**config.mk**
```make
export PLATFORM = sky130hd
export DESIGN_NAME = qte_queue
export DESIGN_NICKNAME = d
export VERILOG_FILES = /design/src/sv/qte_pkg.sv /design/src/sv/qte_queue.sv
export VERILOG_INCLUDE_DIRS = /design/src /design/src/sv
export SDC_FILE = /design/constraint.sdc
export NUM_CORES = 1
export LEC_CHECK = 0
export BUFFER_PORTS_ARGS = -buffer_cell sky130_fd_sc_hd__buf_2
export CAP_MARGIN = 10
export CORE_UTILIZATION = 51
export DETAILED_ROUTE_END_ITERATION = 8
export PLACE_DENSITY = 0.87
export SYNTH_ARGS = -nofsm -noshare
export SYNTH_HDL_FRONTEND = slang
export SYNTH_SLANG_ARGS = --single-unit
export TNS_END_PERCENT = 5
```
**constraint.sdc**
```tcl
create_clock -name i_clk -period 6.4 [get_ports i_clk]
set_clock_uncertainty 0.2 [all_clocks]
set_input_delay 0.32 -clock i_clk [delete_from_list [all_inputs] [get_ports i_clk]]
set_output_delay 0.32 -clock i_clk [all_outputs]
set_load 0.005 [all_outputs]
```
**src/sv/assert_macros.svh**
```systemverilog
// Assertion macros used by the quaternion to Euler angle queue.
`ifndef ASSERT_MACROS_SVH
`define ASSERT_MACROS_SVH
`ifndef SYNTHESIS
`define QTE_ASSERT(lbl, clk, rst_n, prop) \
    lbl: assert property (@(posedge clk) disable iff (!rst_n) (prop)) \
        else $error("%m: check failed");
`define QTE_ASSERT_NEXT(lbl, clk, rst_n, ante, cons) \
    lbl: assert property (@(posedge clk) disable iff (!rst_n) (ante) |=> (cons)) \
        else $error("%m: check failed");
`else
`define QTE_ASSERT(lbl, clk, rst_n, prop)
`define QTE_ASSERT_NEXT(lbl, clk, rst_n, ante, cons)
`endif
`endif

```
**src/sv/qte_pkg.sv**
```systemverilog
// Types, constants and helper functions for the quaternion to Euler angle block.
package qte_pkg;

    localparam int TW        = 34;
    localparam int T2W       = 30;
    localparam int RADW      = 58;
    localparam int ROOTW     = 29;
    localparam int SQ_STAGES = 29;
    localparam int CW        = 36;
    localparam int ANGW      = 25;
    localparam int MAX_STEPS = 24;
    localparam int QDEPTH    = 4;
    localparam int QAW       = 2;
    localparam int QCW       = 3;

    localparam logic signed [TW-1:0]   ONE_Q28   = 34'sd268435456;
    localparam logic signed [TW-1:0]   NEG_Q28   = -34'sd268435456;
    localparam logic signed [ANGW-1:0] DEG90     = 25'sd5898240;
    localparam logic signed [ANGW-1:0] ROUND_OFS = 25'sd512;
    localparam logic signed [14:0]     ROLL_LIM  = 15'sd11520;
    localparam logic signed [14:0]     PITCH_LIM = 15'sd5760;

    typedef struct packed {
        logic signed [TW-1:0]  t0;
        logic signed [TW-1:0]  t1;
        logic signed [T2W-1:0] t2;
        logic signed [TW-1:0]  t3;
        logic signed [TW-1:0]  t4;
        logic [RADW-1:0]       rad;
    } t_terms;

    // atan(2^-i) in degrees times 2^16, rounded to nearest.
    function automatic logic signed [ANGW-1:0] atan_entry(input logic [4:0] idx);
        logic signed [ANGW-1:0] v;
        begin
            case (idx)
                5'd0:  v = 25'sd2949120;
                5'd1:  v = 25'sd1740967;
                5'd2:  v = 25'sd919879;
                5'd3:  v = 25'sd466945;
                5'd4:  v = 25'sd234379;
                5'd5:  v = 25'sd117304;
                5'd6:  v = 25'sd58666;
                5'd7:  v = 25'sd29335;
                5'd8:  v = 25'sd14668;
                5'd9:  v = 25'sd7334;
                5'd10: v = 25'sd3667;
                5'd11: v = 25'sd1833;
                5'd12: v = 25'sd917;
                5'd13: v = 25'sd458;
                5'd14: v = 25'sd229;
                5'd15: v = 25'sd115;
                5'd16: v = 25'sd57;
                5'd17: v = 25'sd29;
                5'd18: v = 25'sd14;
                5'd19: v = 25'sd7;
                5'd20: v = 25'sd4;
                5'd21: v = 25'sd2;
                5'd22: v = 25'sd1;
                default: v = 25'sd0;
            endcase
            return v;
        end
    endfunction

    // Round the angle to 64 counts per degree and saturate to +-lim.
    function automatic logic signed [14:0] to_counts(input logic signed [ANGW-1:0] z,
                                                     input logic signed [14:0] lim);
        logic signed [ANGW-1:0] c;
        logic signed [ANGW-1:0] l;
        begin
            c = (z + ROUND_OFS) >>> 10;
            l = ANGW'(lim);
            if (c > l) begin
                c = l;
            end else if (c < -l) begin
                c = -l;
            end
            return 15'(c);
        end
    endfunction

endpackage

```
**src/sv/qte_queue.sv**
```systemverilog
// Short queue of term sets between the front and back parts.
`include "assert_macros.svh"
module qte_queue (
    input  logic            i_clk,
    input  logic            i_rst_n,
    input  logic            i_push,
    input  qte_pkg::t_terms i_data,
    output logic            o_full,
    output logic            o_valid,
    output qte_pkg::t_terms o_data,
    input  logic            i_pop
);

    qte_pkg::t_terms           r_mem [qte_pkg::QDEPTH];
    logic [qte_pkg::QAW-1:0]   r_wr, r_rd;
    logic [qte_pkg::QCW-1:0]   r_cnt;

    assign o_full  = (r_cnt == qte_pkg::QCW'(qte_pkg::QDEPTH));
    assign o_valid = (r_cnt != '0);
    assign o_data  = r_mem[r_rd];

    always_ff @(posedge i_clk) begin
        if (i_push) begin
            r_mem[r_wr] <= i_data;
        end
    end

    always_ff @(posedge i_clk) begin
        if (!i_rst_n) begin
            r_wr  <= '0;
            r_rd  <= '0;
            r_cnt <= '0;
        end else begin
            if (i_push) begin
                r_wr <= r_wr + 1'b1;
            end
            if (i_pop) begin
                r_rd <= r_rd + 1'b1;
            end
            if (i_push && !i_pop) begin
                r_cnt <= r_cnt + 1'b1;
            end else if (i_pop && !i_push) begin
                r_cnt <= r_cnt - 1'b1;
            end
        end
    end

    `QTE_ASSERT(a_no_overflow, i_clk, i_rst_n, !(i_push && o_full))
    `QTE_ASSERT(a_no_underflow, i_clk, i_rst_n, !(i_pop && !o_valid))
    `QTE_ASSERT(a_cnt_range, i_clk, i_rst_n, r_cnt <= qte_pkg::QCW'(qte_pkg::QDEPTH))
    `QTE_ASSERT_NEXT(a_cnt_inc, i_clk, i_rst_n, i_push && !i_pop, r_cnt == $past(r_cnt) + 1'b1)

endmodule

```
After elaboration in Yosys (flattened, before gate mapping) --
Memory sizes are Yosys's and may differ from the RTL's. A register that Yosys moved wholly into a read port is not among the register bits. Index checks and enable logic that the tools add are counted.
Operators by class: add/sub/neg operators 4, multiplexer cells 6, equality and inequality tests 1, reduce and logical (&&, ||, !) cells 6
Operator list (number):
- 2-to-1 mux 3 bit | 2
- adder 2 x 1 -> 2 bit (second input constant) | 2
- 2-to-1 mux 2 bit | 2
- adder 3 x 1 -> 3 bit (second input constant) | 1
- == test 3 bit (second input constant) | 1
- nonzero test 3 bit | 1
- subtractor 3 x 1 -> 3 bit (second input constant) | 1
- logical AND 1 bit | 2
- logical NOT 1 bit | 2
- 2-to-1 mux 1 bit | 2
- nonzero test 2 bit | 1
Storage, ports and cells: logic and storage cells 21, output and inout port bits 226, memory bits (writable) 896, input port bits 228, register bits 7, memories kept 1
Memory list:
- r_mem | words 4, bits a word 224, read ports 1, clocked after Yosys merged registers in 1, write ports 1, line qte_queue.sv:14 | qte_pkg::t_terms r_mem [qte_pkg::QDEPTH];

Depth between registers and ports, before layout --
depth in word-level cells 4, depth in mapped cells 7, mapped depth without buffers 7

Least setup slack after synthesis --
No wires, ideal clock.
kind register -> register, start register r_wr[0] (netlist name), end memory r_mem[0][0] (netlist name), enable pin, data arrival time 5.627 ns, library setup time 0.612 ns, stages on the path, launching flop included 4, clock period less this slack 6.439 ns, data required time 5.588 ns, slack -0.039 ns, buffers on the path 0, cells stage by stage dfxtp_1 -> inv_1 -> ha_1 -> and2_1
RTL lines:
- start, declared | line qte_queue.sv:15 | logic [qte_pkg::QAW-1:0] r_wr, r_rd;
- start signal, assigned | line qte_queue.sv:35 | r_wr <= r_wr + 1'b1;
- end, declared | line qte_queue.sv:14
Straight into the memory's write port.

==> metrics.log <==
[metrics] outcome: complete, no violations
[metrics] critical-path maximum fanout: 97
[metrics] GRT Util Overall: a little under a quarter
[metrics] number of cells after detailed placement: 2477
[metrics] Placed Instance Area: between 0.03 and 0.04 mm²
[metrics] type of element launching the critical path: flip-flop
[metrics] maximum number of pins on one net before global-route repair: between 150 and 200
[metrics] arrival time of the worst setup path: around 3.2 ns
[metrics] part of the total power dissipated in the clock network: about two fifths
[metrics] number of nets in the final layout: 2182
[metrics] Largest delay share family, worst path: flip-flops
[metrics] worst supply voltage drop on vdd: 369 µV
[metrics] Die Footprint: approximately 0.065 mm²
[metrics] Sequential Area: 0.0271 mm²
[metrics] count of state elements after synthesis: between 900 and 1000
[metrics] 1st-pass router iterations: 5
[metrics] total count of max-transition violations in the final report: 0
[metrics] vias in the first global route: 17561
[metrics] count of nets left with antenna violations after detail routing: 0
[metrics] Avg Vias per Cell: roughly 5.7
[metrics] fraction of final layout cells sized beyond drive strength 1: 40.5%
[metrics] register share of total power: roughly half
[metrics] static power due to leakage: 13.9 nW
[metrics] critical path endpoint category: primary output
[metrics] H-tree depth: 3
[metrics] Post-CTS Setup Repair Bufs: 0
[metrics] filler instances: 3930
[metrics] clock insertion delay at the later pin of the skew report: 0.63 ns
[metrics] final hold viol count: 0
[metrics] Post-Synthesis Net Count: about 1400
[metrics] worst-case clock buffer depth: 3
[metrics] Tmin final: 3.71 ns
[metrics] Seq/Total Area, Yosys: roughly 83%
[metrics] Netlist cell types: 19
[metrics] number of antenna violations at the first check in global routing: 12
[metrics] vias after detailed routing: about 16000
[metrics] worst setup path class: flip-flop to primary output
[metrics] multi-input combinational cell area: 0.00531 mm²
[metrics] power spent charging and discharging nets: 0.00294 W
[metrics] standard cell core area: 0.0633 mm²
[metrics] most frequent cells in the layout: sky130_fd_sc_hd__edfxtp_1, sky130_fd_sc_hd__buf_2, sky130_fd_sc_hd__dlygate4sd3_1
[metrics] TritonCTS clock tree: yes
[metrics] CP cell instances: buf_12 > mux4_2 > buf_2
[metrics] width of the chip: approximately 260 µm
[metrics] proportion of total power due to net switching: 21.9%
[metrics] final total negative setup slack: 0 ns
[metrics] die height: 255 µm
[metrics] clock-pin slew on the worst setup and hold paths: 0.06 ns
[metrics] headroom to the max-slew limit: 18.8%
[metrics] Non-Filler Cell Area, Final: between 0.04 and 0.05 mm²
[metrics] number of standard cells in the final layout excluding fillers: about 2900
[metrics] worst path buffer plus inverter count: 2
[metrics] power density over the cells: between 300 and 400 mW/mm²
[metrics] RSZ-0062 raised after global routing: false
[metrics] Synth warnings: 0
[metrics] library cell used as clock root buffer: sky130_fd_sc_hd__clkbuf_16
[metrics] transition time at the pin with the least slew margin: 1.22 ns
[metrics] global placement routability congestion: 0.748
[metrics] syn avg cell area: 27.0 µm²
[metrics] combinational fraction of design power: 9.4%
[metrics] number of setup violations in the final report: 0
[metrics] Port-buffer cells: between 400 and 500
[metrics] internal power: 0.0105 W
[metrics] Highest Clock Rate: 270 MHz
[metrics] class of the tightest hold or removal check: input pin to flip-flop
[metrics] cell type of the slowest stage on the worst timing path: sky130_fd_sc_hd__dfxtp_4
[metrics] commonest non-fill, non-tap cell in the layout: sky130_fd_sc_hd__edfxtp_1
[metrics] routed length per placed instance: 26.4 µm
[metrics] number of top-level design ports: 454
[metrics] Netlist Area Pre-Place: approximately 0.033 mm²
[metrics] Required @ worst endpoint: approximately 6 ns
[metrics] final HPWL from detailed placement: 39500 µm
[metrics] number of maximum-capacitance constraint violations: 0
[metrics] delay of the slowest cell on the worst path: 0.94 ns
[metrics] clock tree sinks: 905
[metrics] final routed wirelength across all metal layers: 75600 µm
[metrics] TritonCTS Buffers: 87
[metrics] sum of overflow across all layers after global routing: 0
[metrics] Starting Density: 51.7%
[metrics] global-route wire length before repair: between 100000 and 150000 µm
[metrics] Post-Syn Instances: 1213
[metrics] power after layout: 0.0134 W
[metrics] final core occ: between 60% and 70%
[metrics] synthesis-to-finish area growth: 25.5%
[metrics] cell row count: 92
[metrics] Remaining DRCs: 0
[metrics] initial DRC count: approximately 1200
[metrics] Final period util: 57.9%
-- path summary, 6_finish.rpt --
kind / start / endpoint / slack, ns / depth (start not counted)
worst max-delay path: flip-flop / o_data[13] / 2.69 / 3
worst min-delay path: i_data[115] / r_mem[2][115] / 0.24 / 2
worst max register to register: r_wr[0] / r_mem[3][189] / 3.45 / 3
worst min register to register: r_cnt[2] / r_cnt[2] / 0.33 / 2
-- synth_stat cells --
| master | number | share of area, % |
|---|---|---|
| sky130_fd_sc_hd__a21boi_0 | 1 | 0.023 |
| sky130_fd_sc_hd__and2_1 | 9 | 0.17 |
| sky130_fd_sc_hd__buf_2 | 24 | 0.37 |
| sky130_fd_sc_hd__buf_6 | 19 | 0.65 |
| sky130_fd_sc_hd__clkbuf_1 | 7 | 0.080 |
| sky130_fd_sc_hd__dfxtp_1 | 9 | 0.55 |
| sky130_fd_sc_hd__edfxtp_1 | 896 | 82 |
| sky130_fd_sc_hd__fa_1 | 1 | 0.061 |
| sky130_fd_sc_hd__ha_1 | 5 | 0.19 |
| sky130_fd_sc_hd__inv_1 | 4 | 0.046 |
| sky130_fd_sc_hd__mux2i_1 | 2 | 0.061 |
| sky130_fd_sc_hd__mux4_2 | 224 | 15 |
| sky130_fd_sc_hd__nand2_1 | 1 | 0.011 |
| sky130_fd_sc_hd__nor2b_1 | 2 | 0.038 |
| sky130_fd_sc_hd__nor3b_1 | 1 | 0.023 |
| sky130_fd_sc_hd__o21ai_0 | 1 | 0.015 |
| sky130_fd_sc_hd__or3_1 | 2 | 0.038 |
| sky130_fd_sc_hd__xnor2_1 | 2 | 0.053 |
| sky130_fd_sc_hd__xor2_1 | 3 | 0.080 |
-- stage by stage --
stage | hold WS [ns] | worst slack (ns)
3_3_place_gp | 0.277 | 3.28
3_5_place_dp | 0.323 | 3.30
4_1_cts | 0.197 | 2.58
2_1_floorplan | 0.219 | -0.0386
5_1_grt | 0.222 | 2.41
6_report | 0.240 | 2.69
-- cells by family (layout without fill, tap and decap cells) --
group | Yosys count | count (layout) | synth area share (%)
muxes | 226 | 226 | 15.5
xor gates and xnor gates | 5 | 5 | 0.134
AOI/OAI and AO/OA | 2 | 2 | 0.0382
buffers and inverters | 54 | 857 | 1.15
and+or+nand+nor | 15 | 15 | 0.283
DFF | 905 | 905 | 82.7
other | 0 | 6 | 0
adders and majority gates | 6 | 6 | 0.252
-- repair_timing --
action                    4_1_cts  5_1_grt
hold endpoints to repair      908        0
hold buffers                  228        0
resized for setup               0        0
-- registers in the layout, summed over array words and instances, names as in the netlist, named ones only --
register  flops
r_mem       896
r_wr          2
r_rd          2
r_cnt         3
-- area by class of cell --
cell class	count	share of cell area [%]
Clock buffer	105	5.51
Inverter	4	0.0365
Clock inverter	52	1.51
Antenna cell	6	0.0365
Sequential cell	905	65.9
Tap cell	846	2.58
Timing Repair Buffer	696	11.5
Multi-Input combinational cell	254	12.9
-- metal layers --
| layer | track usage [%] | part of all wire, % | vias to the layer above |
|---|---|---|---|
| met3 | 5.62 | 8.2 | 180 |
| met2 | 40.9 | 53 | 902 |
| met1 | 27.6 | 35 | 8474 |
| li1 | - | - | 6762 |
| met4 | 9.45 | 3.6 | 10 |
| met5 | 0 | 0.085 | - |
-- power by group through the flow --
stage	combinational [W]	clock [W]	sequential (W)
6_report	0.00127	0.00522	0.00693
5_1_grt	0.00134	0.00552	0.00695
4_1_cts	0.00126	0.00525	0.00692
3_5_place_dp	0.00113	0	0.00704
3_3_place_gp	0.00110	0	0.00701
2_1_floorplan	0.000643	0	0.00702
Power figures use the tool's default switching activity.
